===== src/design/fqd_pkg.sv =====
package fqd_pkg;

  // Queue geometry
  localparam int DEPTH = 16;
  localparam int VAL_W = 32;
  localparam int IDX_W = (DEPTH > 1) ? $clog2(DEPTH) : 1;
  localparam int CNT_W = $clog2(DEPTH + 1);

  // Action codes
  localparam logic [1:0] ACT_ENQ = 2'd0;
  localparam logic [1:0] ACT_DEQ = 2'd1;
  localparam logic [1:0] ACT_DEL = 2'd2;

  typedef enum logic [2:0] {
    ST_OK        = 3'd0,
    ST_ZERO      = 3'd1,
    ST_EMPTY     = 3'd2,
    ST_NOT_FOUND = 3'd3,
    ST_FULL      = 3'd4
  } status_t;

  typedef enum logic [2:0] {
    S_IDLE,
    S_DEQ,
    S_SEARCH,
    S_SHIFT,
    S_RESP
  } state_t;

  // One read port and one write port into the entry store
  typedef struct packed {
    logic             rd_en;
    logic [IDX_W-1:0] rd_addr;
    logic             wr_en;
    logic [IDX_W-1:0] wr_addr;
    logic [VAL_W-1:0] wr_data;
  } ram_req_t;

  // Slot of the entry at a given offset from the oldest one
  function automatic logic [IDX_W-1:0] ring_pos(input logic [IDX_W-1:0] base,
                                                input logic [CNT_W-1:0] off);
    logic [CNT_W:0] sum;
    sum = (CNT_W+1)'(base) + (CNT_W+1)'(off);
    if (sum >= (CNT_W+1)'(DEPTH)) begin
      sum = sum - (CNT_W+1)'(DEPTH);
    end
    return sum[IDX_W-1:0];
  endfunction

endpackage


===== src/design/fifo_queue_with_delete_core.sv =====
// Bounded queue of nonzero handles with removal by value.
// Input channel (in_valid/in_ready) carries an action and a value: enqueue,
// dequeue the oldest entry, or delete the first entry equal to the value.
// Output channel (out_valid/out_ready) returns one result per action: status,
// the dequeued handle (zero unless a dequeue succeeded) and the length after.
// One action is in progress at a time; in_ready is high only when idle.
// Enqueue, rejected actions and unused codes go straight to the result;
// a dequeue first reads the store once. A delete searches, reading one
// entry a cycle, then the younger entries are moved down one slot a cycle
// through the single read and write port of the entry store.
// The next action is taken as soon as the result sits in the output
// register; a stalled receiver holds the result and blocks only the
// following result, not the action that produces it.
// Synchronous reset empties the queue at once; the entry store is not
// cleared, since only occupied slots are ever read.
module fifo_queue_with_delete_core (
  input  logic                      clk,
  input  logic                      rst,
  input  logic                      in_valid,
  output logic                      in_ready,
  input  logic [1:0]                action,
  input  logic [31:0]               value,
  output logic                      out_valid,
  input  logic                      out_ready,
  output logic [2:0]                status,
  output logic [31:0]               dequeued,
  output logic [4:0]                length
);
  import fqd_pkg::*;

  state_t           state, state_next;
  logic [IDX_W-1:0] oldest;
  logic [CNT_W-1:0] occ;
  logic [VAL_W-1:0] cmd_val;
  status_t          res_status;
  logic [VAL_W-1:0] res_deq;
  logic [CNT_W-1:0] sc_i;
  logic             pend;
  logic [CNT_W-1:0] pend_off;
  logic [CNT_W-1:0] sh_j;
  logic             wr_pend;
  logic [CNT_W-1:0] wr_off;

  ram_req_t         ram_req;
  logic [VAL_W-1:0] rdata;

  logic in_xfer, out_xfer, out_load;
  logic in_zero, q_empty, q_full;
  logic sc_rd, match, sc_last, sh_rd, sh_done;

  fqd_ram u_ram (
    .clk   (clk),
    .req   (ram_req),
    .rdata (rdata)
  );

  // Handshake and status flags
  assign in_ready = (state == S_IDLE);
  assign in_xfer  = in_valid && in_ready;
  assign out_xfer = out_valid && out_ready;
  assign out_load = (state == S_RESP) && (!out_valid || out_ready);
  assign in_zero  = (value == '0);
  assign q_empty  = (occ == '0);
  assign q_full   = (occ == CNT_W'(DEPTH));

  // Search and shift progress
  assign sc_rd   = (sc_i < occ);
  assign match   = pend && (rdata == cmd_val);
  assign sc_last = pend && (pend_off == occ - CNT_W'(1));
  assign sh_rd   = (sh_j < occ);
  assign sh_done = !sh_rd && !wr_pend;

  // Next state
  always_comb begin
    state_next = state;
    unique case (state)
      S_IDLE: begin
        if (in_xfer) begin
          priority if (action == ACT_DEQ && !q_empty) begin
            state_next = S_DEQ;
          end else if (action == ACT_DEL && !in_zero && !q_empty) begin
            state_next = S_SEARCH;
          end else begin
            state_next = S_RESP;
          end
        end
      end
      S_DEQ: state_next = S_RESP;
      S_SEARCH: begin
        priority if (match) begin
          state_next = S_SHIFT;
        end else if (sc_last) begin
          state_next = S_RESP;
        end
      end
      S_SHIFT: begin
        if (sh_done) begin
          state_next = S_RESP;
        end
      end
      S_RESP: begin
        if (out_load) begin
          state_next = S_IDLE;
        end
      end
      default: state_next = S_IDLE;
    endcase
  end

  // Entry store accesses
  always_comb begin
    ram_req = '0;
    ram_req.wr_data = value;
    unique case (state)
      S_IDLE: begin
        if (in_xfer && action == ACT_ENQ && !in_zero && !q_full) begin
          ram_req.wr_en   = 1'b1;
          ram_req.wr_addr = ring_pos(oldest, occ);
        end
        if (in_xfer && action == ACT_DEQ && !q_empty) begin
          ram_req.rd_en   = 1'b1;
          ram_req.rd_addr = oldest;
        end
      end
      S_SEARCH: begin
        ram_req.rd_en   = sc_rd;
        ram_req.rd_addr = ring_pos(oldest, sc_i);
      end
      S_SHIFT: begin
        ram_req.rd_en   = sh_rd;
        ram_req.rd_addr = ring_pos(oldest, sh_j);
        ram_req.wr_en   = wr_pend;
        ram_req.wr_addr = ring_pos(oldest, wr_off);
        ram_req.wr_data = rdata;
      end
      default: begin
        ram_req.rd_en = 1'b0;
      end
    endcase
  end

  // Control registers
  always_ff @(posedge clk) begin
    if (rst) begin
      state     <= S_IDLE;
      oldest    <= '0;
      occ       <= '0;
      out_valid <= 1'b0;
    end else begin
      state <= state_next;
      if (state == S_IDLE && in_xfer && action == ACT_ENQ && !in_zero && !q_full) begin
        occ <= occ + CNT_W'(1);
      end
      if (state == S_DEQ) begin
        oldest <= ring_pos(oldest, CNT_W'(1));
        occ    <= occ - CNT_W'(1);
      end
      if (state == S_SHIFT && sh_done) begin
        occ <= occ - CNT_W'(1);
      end
      if (out_load) begin
        out_valid <= 1'b1;
      end else if (out_xfer) begin
        out_valid <= 1'b0;
      end
    end
  end

  // Working registers of the current action
  always_ff @(posedge clk) begin
    unique case (state)
      S_IDLE: begin
        cmd_val  <= value;
        res_deq  <= '0;
        sc_i     <= '0;
        pend     <= 1'b0;
        wr_pend  <= 1'b0;
        res_status <= ST_OK;
        unique case (action)
          ACT_ENQ: begin
            if (in_zero) begin
              res_status <= ST_ZERO;
            end else if (q_full) begin
              res_status <= ST_FULL;
            end
          end
          ACT_DEQ: begin
            if (q_empty) begin
              res_status <= ST_EMPTY;
            end
          end
          ACT_DEL: begin
            if (in_zero) begin
              res_status <= ST_ZERO;
            end else if (q_empty) begin
              res_status <= ST_EMPTY;
            end
          end
          default: res_status <= ST_OK;
        endcase
      end
      S_DEQ: begin
        res_deq <= rdata;
      end
      S_SEARCH: begin
        pend     <= sc_rd;
        pend_off <= sc_i;
        sc_i     <= sc_i + CNT_W'(1);
        sh_j     <= pend_off + CNT_W'(1);
        wr_pend  <= 1'b0;
        if (sc_last && !match) begin
          res_status <= ST_NOT_FOUND;
        end
      end
      S_SHIFT: begin
        wr_pend <= sh_rd;
        wr_off  <= sh_j - CNT_W'(1);
        sh_j    <= sh_j + CNT_W'(1);
      end
      default: begin
        pend <= 1'b0;
      end
    endcase
  end

  // Output register
  always_ff @(posedge clk) begin
    if (out_load) begin
      status   <= res_status;
      dequeued <= res_deq;
      length   <= 5'(occ);
    end
  end

endmodule


===== src/design/fqd_ram.sv =====
module fqd_ram (
  input  logic                     clk,
  input  fqd_pkg::ram_req_t        req,
  output logic [fqd_pkg::VAL_W-1:0] rdata
);
  import fqd_pkg::*;

  logic [VAL_W-1:0] mem [DEPTH];

  // Write port
  always_ff @(posedge clk) begin
    if (req.wr_en) begin
      mem[req.wr_addr] <= req.wr_data;
    end
  end

  // Registered read port
  always_ff @(posedge clk) begin
    if (req.rd_en) begin
      rdata <= mem[req.rd_addr];
    end
  end

endmodule

===== config.mk =====
export PLATFORM = sky130hd
export DESIGN_NAME = fifo_queue_with_delete_core
export DESIGN_NICKNAME = d
export VERILOG_FILES = /design/src/design/fqd_pkg.sv /design/src/design/fifo_queue_with_delete_core.sv /design/src/design/fqd_ram.sv
export SDC_FILE = /design/constraint.sdc
export NUM_CORES = 1
export LEC_CHECK = 0
export BUFFER_PORTS_ARGS = -buffer_cell sky130_fd_sc_hd__buf_4
export CELL_PAD_IN_SITES_DETAIL_PLACEMENT = 1
export CELL_PAD_IN_SITES_GLOBAL_PLACEMENT = 1
export CORE_MARGIN = 3
export CORE_UTILIZATION = 52
export CTS_CLUSTER_DIAMETER = 80
export DETAILED_ROUTE_END_ITERATION = 8
export MAX_ROUTING_LAYER = met4
export PLACE_DENSITY = 0.8
export SETUP_SLACK_MARGIN = 0.4
export SKIP_CTS_REPAIR_TIMING = 1
export SYNTH_ARGS = -nofsm -noshare
export SYNTH_HDL_FRONTEND = slang
export SYNTH_SLANG_ARGS = --single-unit
export TNS_END_PERCENT = 50

===== constraint.sdc =====
create_clock -name clk -period 6.22 [get_ports clk]
set_input_delay 0.311 -clock clk [delete_from_list [all_inputs] [get_ports clk]]
set_output_delay 0.311 -clock clk [all_outputs]
set_load 0.01 [all_outputs]

* Word level (Yosys, flattened, before mapping)
Memory sizes are Yosys's and may differ from the RTL's. A register that Yosys moved wholly into a read port is not among the register bits.
Index checks and enable logic that the tools add are counted.
** Cells by class
- $add $sub $neg :: 16
- $lt $le $gt $ge :: 7
- Equality and inequality tests :: 14
- Multiplexer cells :: 38
- Reductions and logical operators :: 42
** Operator list (count)
- $pmux W32 S2 :: 1
- $mux W3 :: 11
- $eq A32 B32 Y1 :: 1
- $logic_not A32 Y1 :: 1
- $mux W32 :: 1
- $pmux W5 S2 :: 3
- $mux W5 :: 5
- $add A4 B5 Y6 :: 4
- $ge A6 B5 Y1 const B :: 4
- $add A5 B1 Y5 const B :: 4
- $logic_and A1 B1 Y1 :: 20
- $mux W4 :: 5
- $sub A4 B1 Y4 const B :: 5
- $pmux W3 S5 :: 1
- $pmux W4 S3 :: 1
- $lt A5 B5 Y1 :: 2
- $reduce_bool A2 Y1 :: 5
- $sub A5 B1 Y5 const B :: 2
- $pmux W3 S3 :: 1
- $logic_not A1 Y1 :: 7
- $eq A3 B2 Y1 const B :: 2
- $ne A2 B2 Y1 const B :: 3
- $pmux W3 S2 :: 1
- $add A4 B1 Y5 const B :: 1
- 21 further kinds :: 26
** Word-level totals
- Bits in registers :: 142
- Bits in writable memories :: 512
- Output and inout bits :: 42
- Word-level logic and storage cells :: 134
- Memories :: 1
** Memories
- u_ram.mem :: depth 16, bits a word 32, read ports 1, clocked after memory_dff 1, write ports 1, line fqd_ram.sv:8 : logic [VAL_W-1:0] mem [DEPTH];

* Longest topological paths before layout
Gate-level depths: netlist of run 1.
- Depth in word-level cells :: 9
- Gate-level depth with buffers :: 18

* By module
A second synthesis of run 1 with hierarchy kept.
** Second synthesis, totals
- Cells, all modules :: 1403
- Area total of the unflattened synthesis :: 26870.8 um^2
** Modules (own cells, without submodules)
- fqd_ram :: instances 1, cells an instance 838, area each 20155.6 um^2
- fifo_queue_with_delete_core :: instances 1, cells an instance 565, area each 6715.2 um^2

* Worst setup path after synthesis of run 1
Ideal clock, no wire load.
- Path kind :: reg-to-reg
- Start point :: register occ[1]
- End point :: register u_ram.rdata[0] in the netlist's numbering (read register of u_ram.mem), enable pin
- Arrival time :: 5.066 ns
- Path slack :: 0.621 ns
- Stages on the path, launching flop included :: 9
- Path buffers :: 0
- Path through :: dfxtp_1 > inv_1 > ha_1 > o21ai_0 > nand2b_1 > a21o_1 > a21oi_1 > nor2b_1 > o311ai_0
** RTL lines
- from (decl) :: line fifo_queue_with_delete_core.sv:33 : logic [CNT_W-1:0] occ;
- from (signal assigned) :: line fifo_queue_with_delete_core.sv:152 : occ <= occ + CNT_W'(1);
- from (signal assigned) :: line fifo_queue_with_delete_core.sv:156 : occ <= occ - CNT_W'(1);
- from (signal assigned) :: line fifo_queue_with_delete_core.sv:159 : occ <= occ - CNT_W'(1);
- to (decl) :: line fqd_ram.sv:4 : output logic [fqd_pkg::VAL_W-1:0] rdata

* Worst setup path in the final report of run 1
- Start point :: register state[2]
- End point :: register u_ram.rdata[21] in the netlist's numbering (read register of u_ram.mem) (data pin)
** Between the ends
- Word-level cells in the longest chain between the ends :: 6
- Elaborated cells on any way between the ends :: 9
- Those cells by class :: 2 x eq/ne; 3 x mux; 4 x reduce/logical
** RTL lines
- from (decl) :: line fifo_queue_with_delete_core.sv:31 : state_t state, state_next;
- from (signal assigned) :: line fifo_queue_with_delete_core.sv:150 : state <= state_next;
- $logic_not A3 Y1 :: line fifo_queue_with_delete_core.sv:58, fifo_queue_with_delete_core.sv:114
- $logic_and A1 B1 Y1 :: line fifo_queue_with_delete_core.sv:59 : assign in_xfer = in_valid && in_ready;
- $logic_and A1 B1 Y1 (2 in series) :: line fifo_queue_with_delete_core.sv:120 : if (in_xfer && action == ACT_DEQ && !q_empty) begin
- $mux W5 :: line fifo_queue_with_delete_core.sv:120
- $pmux W4 S3 or $pmux W1 S3 (tied branches) :: line fifo_queue_with_delete_core.sv:114 : unique case (state)
Parallel ways exist; a longest one is shown, timed or not.
A chain may end at the register's enable or synchronous reset.

==> results of run 1 <==
## logic make-up (layout without fill, tap and decap cells)
kind of cell,after synthesis,count (layout),share of synthesized area (%)
xor gates and xnor gates,62,62,1.97
muxes,38,38,1.39
buffers and inverters,125,288,2.10
AOI/OAI and AO/OA,52,52,1.28
DFF,685,685,74.1
and+or+nand+nor,1113,1113,17.9
adders and majority gates,26,26,1.26
## worst reg2reg max path: cells and delay by family (launching register included)
family	cells	cell delay (ns)
AOI/OAI and AO/OA	1	0.72
xor gates and xnor gates	1	0.17
adders and majority gates	2	0.59
buffers and inverters	3	0.94
DFF	1	0.56
muxes	1	0.13
and+or+nand+nor	8	1.40
## state kept, by name, indices dropped and copies added (netlist names), 32 cells and up
| register | cells |
|---|---|
| u_ram.mem | 512 |
| cmd_val | 32 |
| dequeued | 32 |
| u_ram.rdata | 32 |
| res_deq | 32 |
## layer usage
| metal | wire length, um | share of wire, % | global-route usage [%] | vias to the layer above |
|---|---|---|---|---|
| li1 | - | - | - | 7773 |
| met5 | 0 | 0 | - | - |
| met3 | 7810 | 9.4 | 4.00 | 147 |
| met2 | 40400 | 48 | 47.4 | 1048 |
| met4 | 2170 | 2.6 | 9.27 | 0 |
| met1 | 33100 | 40 | 40.2 | 9360 |
## power by group through the flow
stage               Clock, W  Combinational [W]  Sequential, W
floorplan                  0           0.000343        0.00556
global placement           0           0.000655        0.00557
detailed placement         0           0.000686        0.00559
CTS                  0.00404           0.000697        0.00550
global route         0.00427           0.000773        0.00552
finish               0.00405           0.000724        0.00551
## final cells by class
type / instances / area (um2)
clock buffers: 88 / 1900
clock inverters: 37 / 240
fillers: 4964 / 20500
inverters: 20 / 75.1
multi-input cells: 1291 / 6740
flip-flops and latches: 685 / 20400
well taps: 680 / 851
repair buffers: 143 / 1220
## path summary, 6_finish.rpt
path | startpoint | endpoint | slack [ns] | cells after the start
hold reg to reg | res_deq[6]$_SDFFCE_PN0P_ | dequeued[6]$_DFFE_PP_ | 0.43 | 0
setup / recovery | state[2]$_SDFFE_PP0P_ | u_ram.rdata[21]$_DFFE_PP_ | 1.47 | 16
hold / removal | rst | occ[0]$_SDFFE_PP0P_ | 0.04 | 2
setup reg to reg | state[2]$_SDFFE_PP0P_ | u_ram.rdata[21]$_DFFE_PP_ | 1.47 | 16
## stage by stage
stage	hold WS (ns)	cells
detailed placement	0.405	2786
finish	0.0387	2944
global route	0.0412	2944
floorplan	0.400	2101
global placement	0.401	2786
CTS	-0.103	2911
## cells in the final DEF, fill, tap and decap left out, types with 6 or more instances in the layout
cell type,count
sky130_fd_sc_hd__buf_4,106
sky130_fd_sc_hd__xnor2_1,17
sky130_fd_sc_hd__and2_1,34
sky130_fd_sc_hd__nor4_1,17
sky130_fd_sc_hd__nand4_1,67
sky130_fd_sc_hd__dlygate4sd3_1,32
sky130_fd_sc_hd__nand3_1,264
sky130_fd_sc_hd__xor2_1,45
sky130_fd_sc_hd__edfxtp_1,672
sky130_fd_sc_hd__nor2_1,25
sky130_fd_sc_hd__inv_1,19
sky130_fd_sc_hd__clkinv_2,15
sky130_fd_sc_hd__o21ai_0,11
sky130_fd_sc_hd__a21oi_1,11
sky130_fd_sc_hd__clkbuf_16,73
sky130_fd_sc_hd__a31oi_1,6
sky130_fd_sc_hd__mux2i_1,35
sky130_fd_sc_hd__nand2b_1,8
sky130_fd_sc_hd__dfxtp_1,13
sky130_fd_sc_hd__nor2_4,17
sky130_fd_sc_hd__nor3_1,9
sky130_fd_sc_hd__clkbuf_1,13
sky130_fd_sc_hd__clkinv_1,16
sky130_fd_sc_hd__nand2_1,644
sky130_fd_sc_hd__ha_1,23
==> results.tsv, run 1 <==
metric	value	unit
die_height	236	um
number_of_global_route_vias_before_repair	19000	
core_area	0.0519	mm2
critical_path.n_buffers_inverters	3	
static-leakage-power	11.0	nW
cts_inserted_buffers	71	
critPathArrivalTime	5.08	ns
fp.dieW	236	um
grt_first_pass_wirelength	121	mm
clock_power_share	39.4	%
post_synth_most_frequent_cells	672 x sky130_fd_sc_hd__edfxtp_1, 645 x sky130_fd_sc_hd__nand2_1, 264 x sky130_fd_sc_hd__nand3_1	
root_buf_cell	sky130_fd_sc_hd__clkbuf_16	
placed_cell_area	0.0290	mm2
pwr-share-seq	53.6	%
setup_viol	0	
ir_drop	0.000197	V
end_kind	flop	
tightest_slew	1.38	ns
synthFlopType	sky130_fd_sc_hd__edfxtp_1	
max_clock_freq	210	MHz
worstSetupStartpointType	flop	
critical-path-top-delay-family	simple AND/OR/NAND/NOR gates	
crit_slowest_cell	sky130_fd_sc_hd__o21a_2	
outcome	finished, final reports clean	
switching_share	23.5	%
rows	83	
netlist.area_leader.share	73.1	%
vias	18300	
syn_avg_cell_area	13.1	um2
sum_of_internal_switching_and_leakage_power	0.0103	W
drt.antenna.violating_nets	0	
sink_count	685	
port_buffers	79	
finalInstanceArea	0.0315	mm2
vias_per_cell	6.23	
path_cells	and2b_1, nand2_1, buf_4, nand2_1, nand2_1, ha_1, inv_1, fa_1, xor2_1, nor2_1, nor2_1, o21a_2, buf_4, nand3_1, nand4_1, mux2i_1	
hold_viol	0	
num_io_pins	80	
yosysWarningCount	0	
timing.critical_path.fanout_max	43	
clockBufferDepth	3	
async_flop_share	0	%
report.final.slew_viol_count	0	
netlist-cell-type-count	55	
power.share.combinational	7.0	%
cts_tree	built	
timing.setup.critical_path_class	flop to flop	
globalRouteTotalUtil	29.7	%
hold_path_class	input port to flop	
synth.net_count	2165	
total_switching_power	0.00242	W
drt_drc_violations_left	0	
timing.slew.headroom	8.08	%
design.die.area	0.0559	mm2
postSynthCellCount	2101	
place_congestion	0.869	
wire_per_inst	28.4	um
layout-area-overhead-vs-synth	14.0	%
fin_crit	4.75	ns
synth-seq-cells	685	
worst-endpoint-required	6.55	ns
worstSkewPairLatency	0.61	ns
cts_htree_levels	3	
post_synth_instance_area	0.0276	mm2
grt_setup_unrepaired	false	
pre_cts_slack	1.60	ns
ys_seq_area_share	74.1	%
clkSlewWorstSetupHoldPaths	0.06	ns
max_cap_viol_count	0	
final_net_count	2276	
floorplan.initialDensity	53.1	%
insertedDiodeCount	0	
ratio_of_cells_with_drive_above_1_in_the_final_layout	10.7	%
synth.area.top_cells	sky130_fd_sc_hd__edfxtp_1 73%, sky130_fd_sc_hd__nand2_1 8.8%, sky130_fd_sc_hd__nand3_1 4.8%, sky130_fd_sc_hd__nand4_1 1.5%, sky130_fd_sc_hd__xor2_1 1.4%	
synth_top_area_cell	sky130_fd_sc_hd__edfxtp_1	
grt_start_max_net_pins	97	
power.internal	0.00787	W
post_route_clock_period_utilization	76.4	%
clock_skew	0.0208	ns
number_of_enable_flip_flop_cells_after_synthesis	672	
fin_setup_tns	0	ns
drt_first_pass_iters	6	
power-per-cell-area	327	mW/mm2
routed_wl	83.5	mm
detailed_place_hpwl	49.1	mm
post-route-util	60.6	%
detail_route.iter0.violations	2328	
worst_path_largest_cell_delay	0.72	ns
cp_common_cell	sky130_fd_sc_hd__nand2_1	
grt_antenna_before_repair	3	
synth_most_common_cell	sky130_fd_sc_hd__edfxtp_1	
setup_slack	1.47	ns
overflow	0	
No activity file was read; power rests on OpenSTA's default activity.
==> inputs of run 2 (changes only) <==
--- a/config.mk
+++ b/config.mk
@@ -9,11 +9,11 @@
 export CELL_PAD_IN_SITES_DETAIL_PLACEMENT = 1
 export CELL_PAD_IN_SITES_GLOBAL_PLACEMENT = 1
 export CORE_MARGIN = 3
-export CORE_UTILIZATION = 52
+export CORE_UTILIZATION = 47
 export CTS_CLUSTER_DIAMETER = 80
 export DETAILED_ROUTE_END_ITERATION = 8
 export MAX_ROUTING_LAYER = met4
-export PLACE_DENSITY = 0.8
+export PLACE_DENSITY = 0.76
 export SETUP_SLACK_MARGIN = 0.4
 export SKIP_CTS_REPAIR_TIMING = 1
 export SYNTH_ARGS = -nofsm -noshare
==> constraint.sdc (replaced) <==
create_clock -name clk -period 4 [get_ports clk]
set_input_delay 0.2 -clock clk [delete_from_list [all_inputs] [get_ports clk]]
set_output_delay 0.2 -clock clk [all_outputs]
set_load 0.01 [all_outputs]
==> run 2 against run 1 <==
Worst hold slack improved by 0.13 ns. Cell area is 3.0% higher. Critical path depth is 4 lower. Non-clock buffer count rose by 46. Setup slack got worse by 0.95 ns. Global-route usage decreased by 2.1 points. Die area grew 10%. Highest routed layer unchanged.
==> results.tsv, run 2 (synthesis results as in run 1) <==
metric	value	unit	change
sequential_cell_area	0.0204	mm2	unchanged
port_buffers	79		unchanged
drt_first_pass_iters	5		-1
grt_antenna_before_repair	4		+1
detail_route.iter0.violations	1968		-15%
fill_cells	5650		+14%
timing.critical_path.fanout_max	15		-65%
footprint_of_the_multi_input_gates	0.00677	mm2	+0.48%
drt.antenna.violating_nets	0		unchanged
core_area	0.0579	mm2	+12%
place_congestion	0.829		-4.6%
cts_tree	built		
fin_crit	3.49	ns	
regToRegStartpoint	state[2]$_SDFFE_PP0P_		
final_net_count	2323		+2.1%
fp.dieW	248	um	+5.1%
layout.cells.most_common	sky130_fd_sc_hd__edfxtp_1		
worst-endpoint-required	4.36	ns	-2.19 ns
power-per-cell-area	498	mW/mm2	+52%
sink_count	685		unchanged
num_io_pins	80		unchanged
largest_register	u_ram.mem		
ir_drop	0.000533	V	+170%
post_route_clock_period_utilization	87.1	%	
static-leakage-power	11.4	nW	+3.5%
vias	18500		+0.89%
grt_start_max_net_pins	78		-20%
overflow	0		unchanged
ratio_of_cells_with_drive_above_1_in_the_final_layout	12.4	%	+1.7 points
end_kind	flop		
length_in_cells_of_the_worst_reg_to_reg_path	17		+1
grt_first_pass_wirelength	120	mm	-0.18%
grt_setup_unrepaired	false		
holdPathStages	4		+2
max_clock_freq	287	MHz	
layout-area-overhead-vs-synth	17.5	%	
setup_slack	0.515	ns	-0.953 ns
outcome	finished, final reports clean		
hold_viol	0		unchanged
critPathArrivalTime	3.84	ns	-1.24 ns
worstReg2RegEnd	u_ram.rdata[28]$_DFFE_PP_		
worstSkewPairLatency	0.62	ns	about the same
die_height	248	um	+5.1%
launch_instance_of_the_worst_min_delay_path	out_ready		
vias_per_cell	6.00		-3.6%
max_cap_viol_count	0		unchanged
timing.setup.critical_path_class	input port to flop		
hold_path_class	input port to flop		
clockBufferDepth	3		unchanged
detailed_place_hpwl	48.7	mm	-0.82%
tightest_slew	1.14	ns	-0.231 ns
clkSlewWorstSetupHoldPaths	0.06	ns	about the same
floorplan.initialDensity	47.6	%	-5.5 points
reg2reg_slack	0.58	ns	-0.89 ns
wire_per_inst	28.0	um	-1.1%
layout_common_cells	672 x sky130_fd_sc_hd__edfxtp_1, 643 x sky130_fd_sc_hd__nand2_1, 264 x sky130_fd_sc_hd__nand3_1		
pre_cts_slack	0.302	ns	-1.29 ns
rows	88		+6.0%
drt_drc_violations_left	0		unchanged
post-route-util	56.0	%	-4.6 points
design.die.area	0.0616	mm2	+10%
timing.slew.headroom	23.3	%	+15 points
report.final.slew_viol_count	0		unchanged
hold_end	state[2]$_SDFFE_PP0P_		
cts_htree_levels	3		unchanged
setup_viol	0		unchanged
number_of_global_route_vias_before_repair	19100		+0.41%
routed_wl	86.4	mm	+3.5%
cts_inserted_buffers	72		+1.4%
worstSetupStartpointType	input port		
root_buf_cell	sky130_fd_sc_hd__clkbuf_16		
clock_skew	0.0186	ns	-0.00224 ns
startpoint_of_the_most_critical_setup_path	value[24]		
largest_reg_flops	512		unchanged
globalRouteTotalUtil	27.6	%	-2.1 points
## run 2: worst max path at each step
stage / cells after the start / end / slack, ns
final: 12 / u_ram.mem[13][16]$_DFFE_PP_ / 0.51
after floorplan: 7 / u_ram.mem[6][0]$_DFFE_PP_ / -0.21
after CTS: 16 / u_ram.rdata[10]$_DFFE_PP_ / 0.32
after global routing: 16 / u_ram.rdata[7]$_DFFE_PP_ / 0.35
after global placement: 16 / u_ram.rdata[10]$_DFFE_PP_ / 0.42
after detailed placement: 13 / u_ram.rdata[27]$_DFFE_PP_ / 0.30
## run 2: worst max-delay path, cell delays in order
cell and delay [ns]:
sky130_fd_sc_hd__dlygate4sd3_1 0.56, sky130_fd_sc_hd__buf_4 0.19, sky130_fd_sc_hd__nor4_1 0.40, sky130_fd_sc_hd__nand2_1 0.14, sky130_fd_sc_hd__nor4_2 0.29, sky130_fd_sc_hd__buf_4 0.22
sky130_fd_sc_hd__nor4_1 0.09, sky130_fd_sc_hd__buf_4 0.17, sky130_fd_sc_hd__and3b_1 0.18, sky130_fd_sc_hd__a31oi_1 0.83, sky130_fd_sc_hd__nor2_4 0.27, sky130_fd_sc_hd__buf_12 0.28
## run 2: metrics by stage
stage	area (um2)	cells	TNS [ns]	power [W]	hold slack (ns)
after floorplan	27700	2101	-6.79	0.00919	0.299
after global placement	29600	2906	0	0.00969	0.402
after detailed placement	29600	2906	0	0.00977	0.406
after CTS	31900	3035	0	0.0161	-0.228
after global routing	32400	3081	0	0.0166	0.190
final	32400	3081	0	0.0161	0.168
## run 2: metal layers
metal | vias to the layer above | global-route usage (%) | wire length, um
li1 | 7880 | - | -
met1 | 9461 | 35.0 | 33600
met2 | 951 | 43.4 | 41200
met3 | 200 | 7.31 | 8780
met4 | 0 | 9.04 | 2790
met5 | - | - | 0
## run 2: where the power goes
part | leakage (nW) | switching (W) | internal [W] | total, W
Sequential | 6.30 | 0.000178 | 0.00835 | 0.00853
Combinational | 3.96 | 0.000767 | 0.000404 | 0.00117
Clock | 1.09 | 0.00280 | 0.00365 | 0.00645
## run 2: layout make-up
| cell class | instances | share of cell area, % |
|---|---|---|
| inverter | 20 | 0.239 |
| tap | 765 | 2.95 |
| clock inverter | 38 | 1.02 |
| antenna | 2 | 0.0154 |
| multi-input combinational | 1291 | 20.9 |
| timing repair buffer | 189 | 5.93 |
| sequential | 685 | 63.1 |
| clock buffer | 91 | 5.88 |
==> inputs of run 3 (changes only) <==
--- a/config.mk
+++ b/config.mk
@@ -9,13 +9,14 @@
 export CELL_PAD_IN_SITES_DETAIL_PLACEMENT = 1
 export CELL_PAD_IN_SITES_GLOBAL_PLACEMENT = 1
 export CORE_MARGIN = 3
-export CORE_UTILIZATION = 47
+export CORE_UTILIZATION = 30
 export CTS_CLUSTER_DIAMETER = 80
 export DETAILED_ROUTE_END_ITERATION = 8
 export MAX_ROUTING_LAYER = met4
-export PLACE_DENSITY = 0.76
+export PLACE_DENSITY = 0.53
 export SETUP_SLACK_MARGIN = 0.4
 export SKIP_CTS_REPAIR_TIMING = 1
+export SKIP_LAST_GASP = 1
 export SYNTH_ARGS = -nofsm -noshare
 export SYNTH_HDL_FRONTEND = slang
 export SYNTH_SLANG_ARGS = --single-unit
==> run 3 against run 2 <==
First-iteration DRC count shrank 29%. Sequential share of layout area shrank 1.6 points. Sequential power is essentially flat. Clock skew grew 0.0064 ns. Non-clock buffer count grew 4. Cell count grew 14%. Register-to-register slack lost 0.05 ns. Critical path depth shrank 2. Die area grew 55%. Worst hold slack gained 0.18 ns. Critical path type is now flop to flop. Critical endpoint is now u_ram.mem[9][27]$_DFFE_PP_. Largest cell class unchanged. Largest power group unchanged.
==> results.tsv, run 3 (synthesis results as in run 1) <==
metric	value	unit	change
outcome	finished, final reports clean		
reg2reg_slack	0.53	ns	-0.05 ns
finalInstanceArea	0.0333	mm2	+2.6%
post-route-util	36.7	%	-19 points
worstSetupStartpointType	flop		
largest_register	u_ram.mem		
hold_viol	0		unchanged
wire_per_inst	24.0	um	-14%
hold_path_class	input port to flop		
launch_instance_of_the_worst_min_delay_path	value[3]		
grt_antenna_before_repair	1		-3
design.die.area	0.0956	mm2	+55%
root_buf_cell	sky130_fd_sc_hd__clkbuf_16		
largest_reg_flops	512		unchanged
clkSlewWorstSetupHoldPaths	0.06	ns	about the same
timing.slew.headroom	36.8	%	+13 points
cts_inserted_buffers	74		+2.8%
insertedDiodeCount	0		-2
timing.critical_path.fanout_max	17		+2
path_cells	inv_1, ha_1, nor3b_1, nand2_1, nand3_1, nor4_2, a22o_1, nand2_1, nor2_4, buf_12		
place_congestion	0.811		-2.1%
ratio_of_cells_with_drive_above_1_in_the_final_layout	13.2	%	+0.76 points
setup_viol	0		unchanged
drt_drc_violations_left	0		unchanged
worstReg2RegEnd	u_ram.mem[9][27]$_DFFE_PP_		
cts_tree	built		
clockBufferDepth	3		unchanged
report.final.slew_viol_count	0		unchanged
layout-area-overhead-vs-synth	20.5	%	
core_area	0.0906	mm2	+56%
timing.setup.critical_path_class	flop to flop		
fp.dieW	309	um	+25%
crit_slowest_cell	sky130_fd_sc_hd__nor2_4		
port_buffers	79		unchanged
final_net_count	2329		+0.26%
fin_crit	3.47	ns	-0.0179 ns
timing.hold.ws	0.345	ns	+0.177 ns
regToRegStartpoint	occ[1]$_SDFFE_PP0P_		
fill_cells	9496		+68%
length_in_cells_of_the_worst_reg_to_reg_path	10		-7
rows	110		+25%
critPathArrivalTime	3.77	ns	-0.07 ns
grt_start_max_net_pins	65		-17%
routed_wl	84.0	mm	-2.7%
cp_common_cell	sky130_fd_sc_hd__nand2_1		
hold_end	cmd_val[3]$_DFFE_PN_		
ir_drop	0.000314	V	-41%
floorplan.initialDensity	30.5	%	-17 points
max_cap_viol_count	0		unchanged
power-per-cell-area	502	mW/mm2	+0.74%
worst-endpoint-required	4.30	ns	-0.06 ns
number_of_global_route_vias_before_repair	17800		-6.7%
max_clock_freq	288	MHz	+0.52%
sink_count	685		unchanged
drt.antenna.violating_nets	0		unchanged
detail_route.iter0.violations	1390		-29%
placed_cell_area	0.0302	mm2	+2.0%
worstSkewPairLatency	0.62	ns	about the same
layout.cells.most_common	sky130_fd_sc_hd__edfxtp_1		
detailed_place_hpwl	49.5	mm	+1.6%
grt_setup_unrepaired	true		
vias	17400		-5.8%
critical_path.n_buffers_inverters	2		-3
die_height	309	um	+25%
drt_first_pass_iters	5		unchanged
overflow	0		unchanged
cts_htree_levels	3		unchanged
end_kind	flop		
post_route_clock_period_utilization	86.7	%	-0.45 points
layout_common_cells	672 x sky130_fd_sc_hd__edfxtp_1, 643 x sky130_fd_sc_hd__nand2_1, 264 x sky130_fd_sc_hd__nand3_1		
globalRouteTotalUtil	17.7	%	-9.8 points
holdPathStages	2		-2
grt_first_pass_wirelength	122	mm	+1.1%
num_io_pins	80		unchanged
clock_skew	0.0250	ns	+0.00643 ns
static-leakage-power	11.5	nW	+1.3%
critical-path-top-delay-family	simple AND/OR/NAND/NOR gates		
worst_path_largest_cell_delay	0.81	ns	-0.02 ns
vias_per_cell	4.98		-17%
tightest_slew	0.945	ns	-0.199 ns
## run 3: cell types whose count changed in the layout (fill, tap and decap cells not counted), moves of 2 or more
cell / before / now
sky130_fd_sc_hd__bufinv_16: 4 / 9
sky130_fd_sc_hd__buf_6: 1 / 3
sky130_fd_sc_hd__clkbuf_16: 76 / 79
sky130_fd_sc_hd__clkinv_2: 10 / 14
sky130_fd_sc_hd__clkinv_1: 18 / 10
sky130_fd_sc_hd__diode_2: 2 / 0
sky130_fd_sc_hd__clkinvlp_4: 1 / 3
sky130_fd_sc_hd__buf_12: 28 / 32
## run 3: worst max-delay path by stage
stage	startpoint	slack (ns)	to	cells past startpoint
after CTS	state[2]$_SDFFE_PP0P_	0.35	u_ram.rdata[9]$_DFFE_PP_	16
final	occ[1]$_SDFFE_PP0P_	0.53	u_ram.mem[9][27]$_DFFE_PP_	10
after detailed placement	state[2]$_SDFFE_PP0P_	0.34	u_ram.rdata[18]$_DFFE_PP_	16
after floorplan	state[0]$_SDFFE_PP0P_	-0.21	u_ram.mem[6][0]$_DFFE_PP_	7
after global placement	occ[1]$_SDFFE_PP0P_	0.39	u_ram.mem[10][29]$_DFFE_PP_	12
after global routing	occ[1]$_SDFFE_PP0P_	0.27	u_ram.mem[9][28]$_DFFE_PP_	10
## run 3: metrics by stage
step / std cells / power [W] / setup WS [ns] / setup TNS (ns)
2_1_floorplan: 2101 / 0.00919 / -0.212 / -6.79
3_3_place_gp: 3319 / 0.00976 / 0.392 / 0
3_5_place_dp: 3319 / 0.00979 / 0.345 / 0
4_1_cts: 3455 / 0.0168 / 0.348 / 0
5_1_grt: 3501 / 0.0173 / 0.270 / 0
6_report: 3501 / 0.0167 / 0.533 / 0
## run 3: layer usage
metal,track usage (%),wire length (um),vias to the layer above
li1,-,-,7895
met1,23.6,37700,8944
met2,29.0,40300,465
met3,2.27,4250,118
met4,4.37,1730,0
met5,-,0,-
## run 3: worst register-to-register path, stage by stage, from the launching register on
cell	delay, ns
sky130_fd_sc_hd__dfxtp_1	0.32
sky130_fd_sc_hd__inv_1	0.10
sky130_fd_sc_hd__ha_1	0.26
sky130_fd_sc_hd__nor3b_1	0.17
sky130_fd_sc_hd__nand2_1	0.12
sky130_fd_sc_hd__nand3_1	0.14
sky130_fd_sc_hd__nor4_2	0.45
sky130_fd_sc_hd__a22o_1	0.27
sky130_fd_sc_hd__nand2_1	0.23
sky130_fd_sc_hd__nor2_4	0.81
sky130_fd_sc_hd__buf_12	0.28
## run 3: layout make-up
type / instances / area, um2 / area share, %
Sequential cell: 685 / 20400 / 61.5
Multi-Input combinational cell: 1291 / 6780 / 20.4
Tap cell: 1176 / 1470 / 4.43
Clock inverter: 41 / 473 / 1.42
Clock buffer: 95 / 2000 / 6.03
Inverter: 20 / 75.1 / 0.226
Timing Repair Buffer: 193 / 2010 / 6.03
## run 3: power breakdown
group | internal, W | leakage [nW] | switching [W]
clock network | 0.00415 | 1.21 | 0.00288
logic | 0.000398 | 3.99 | 0.000754
registers | 0.00835 | 6.30 | 0.000151
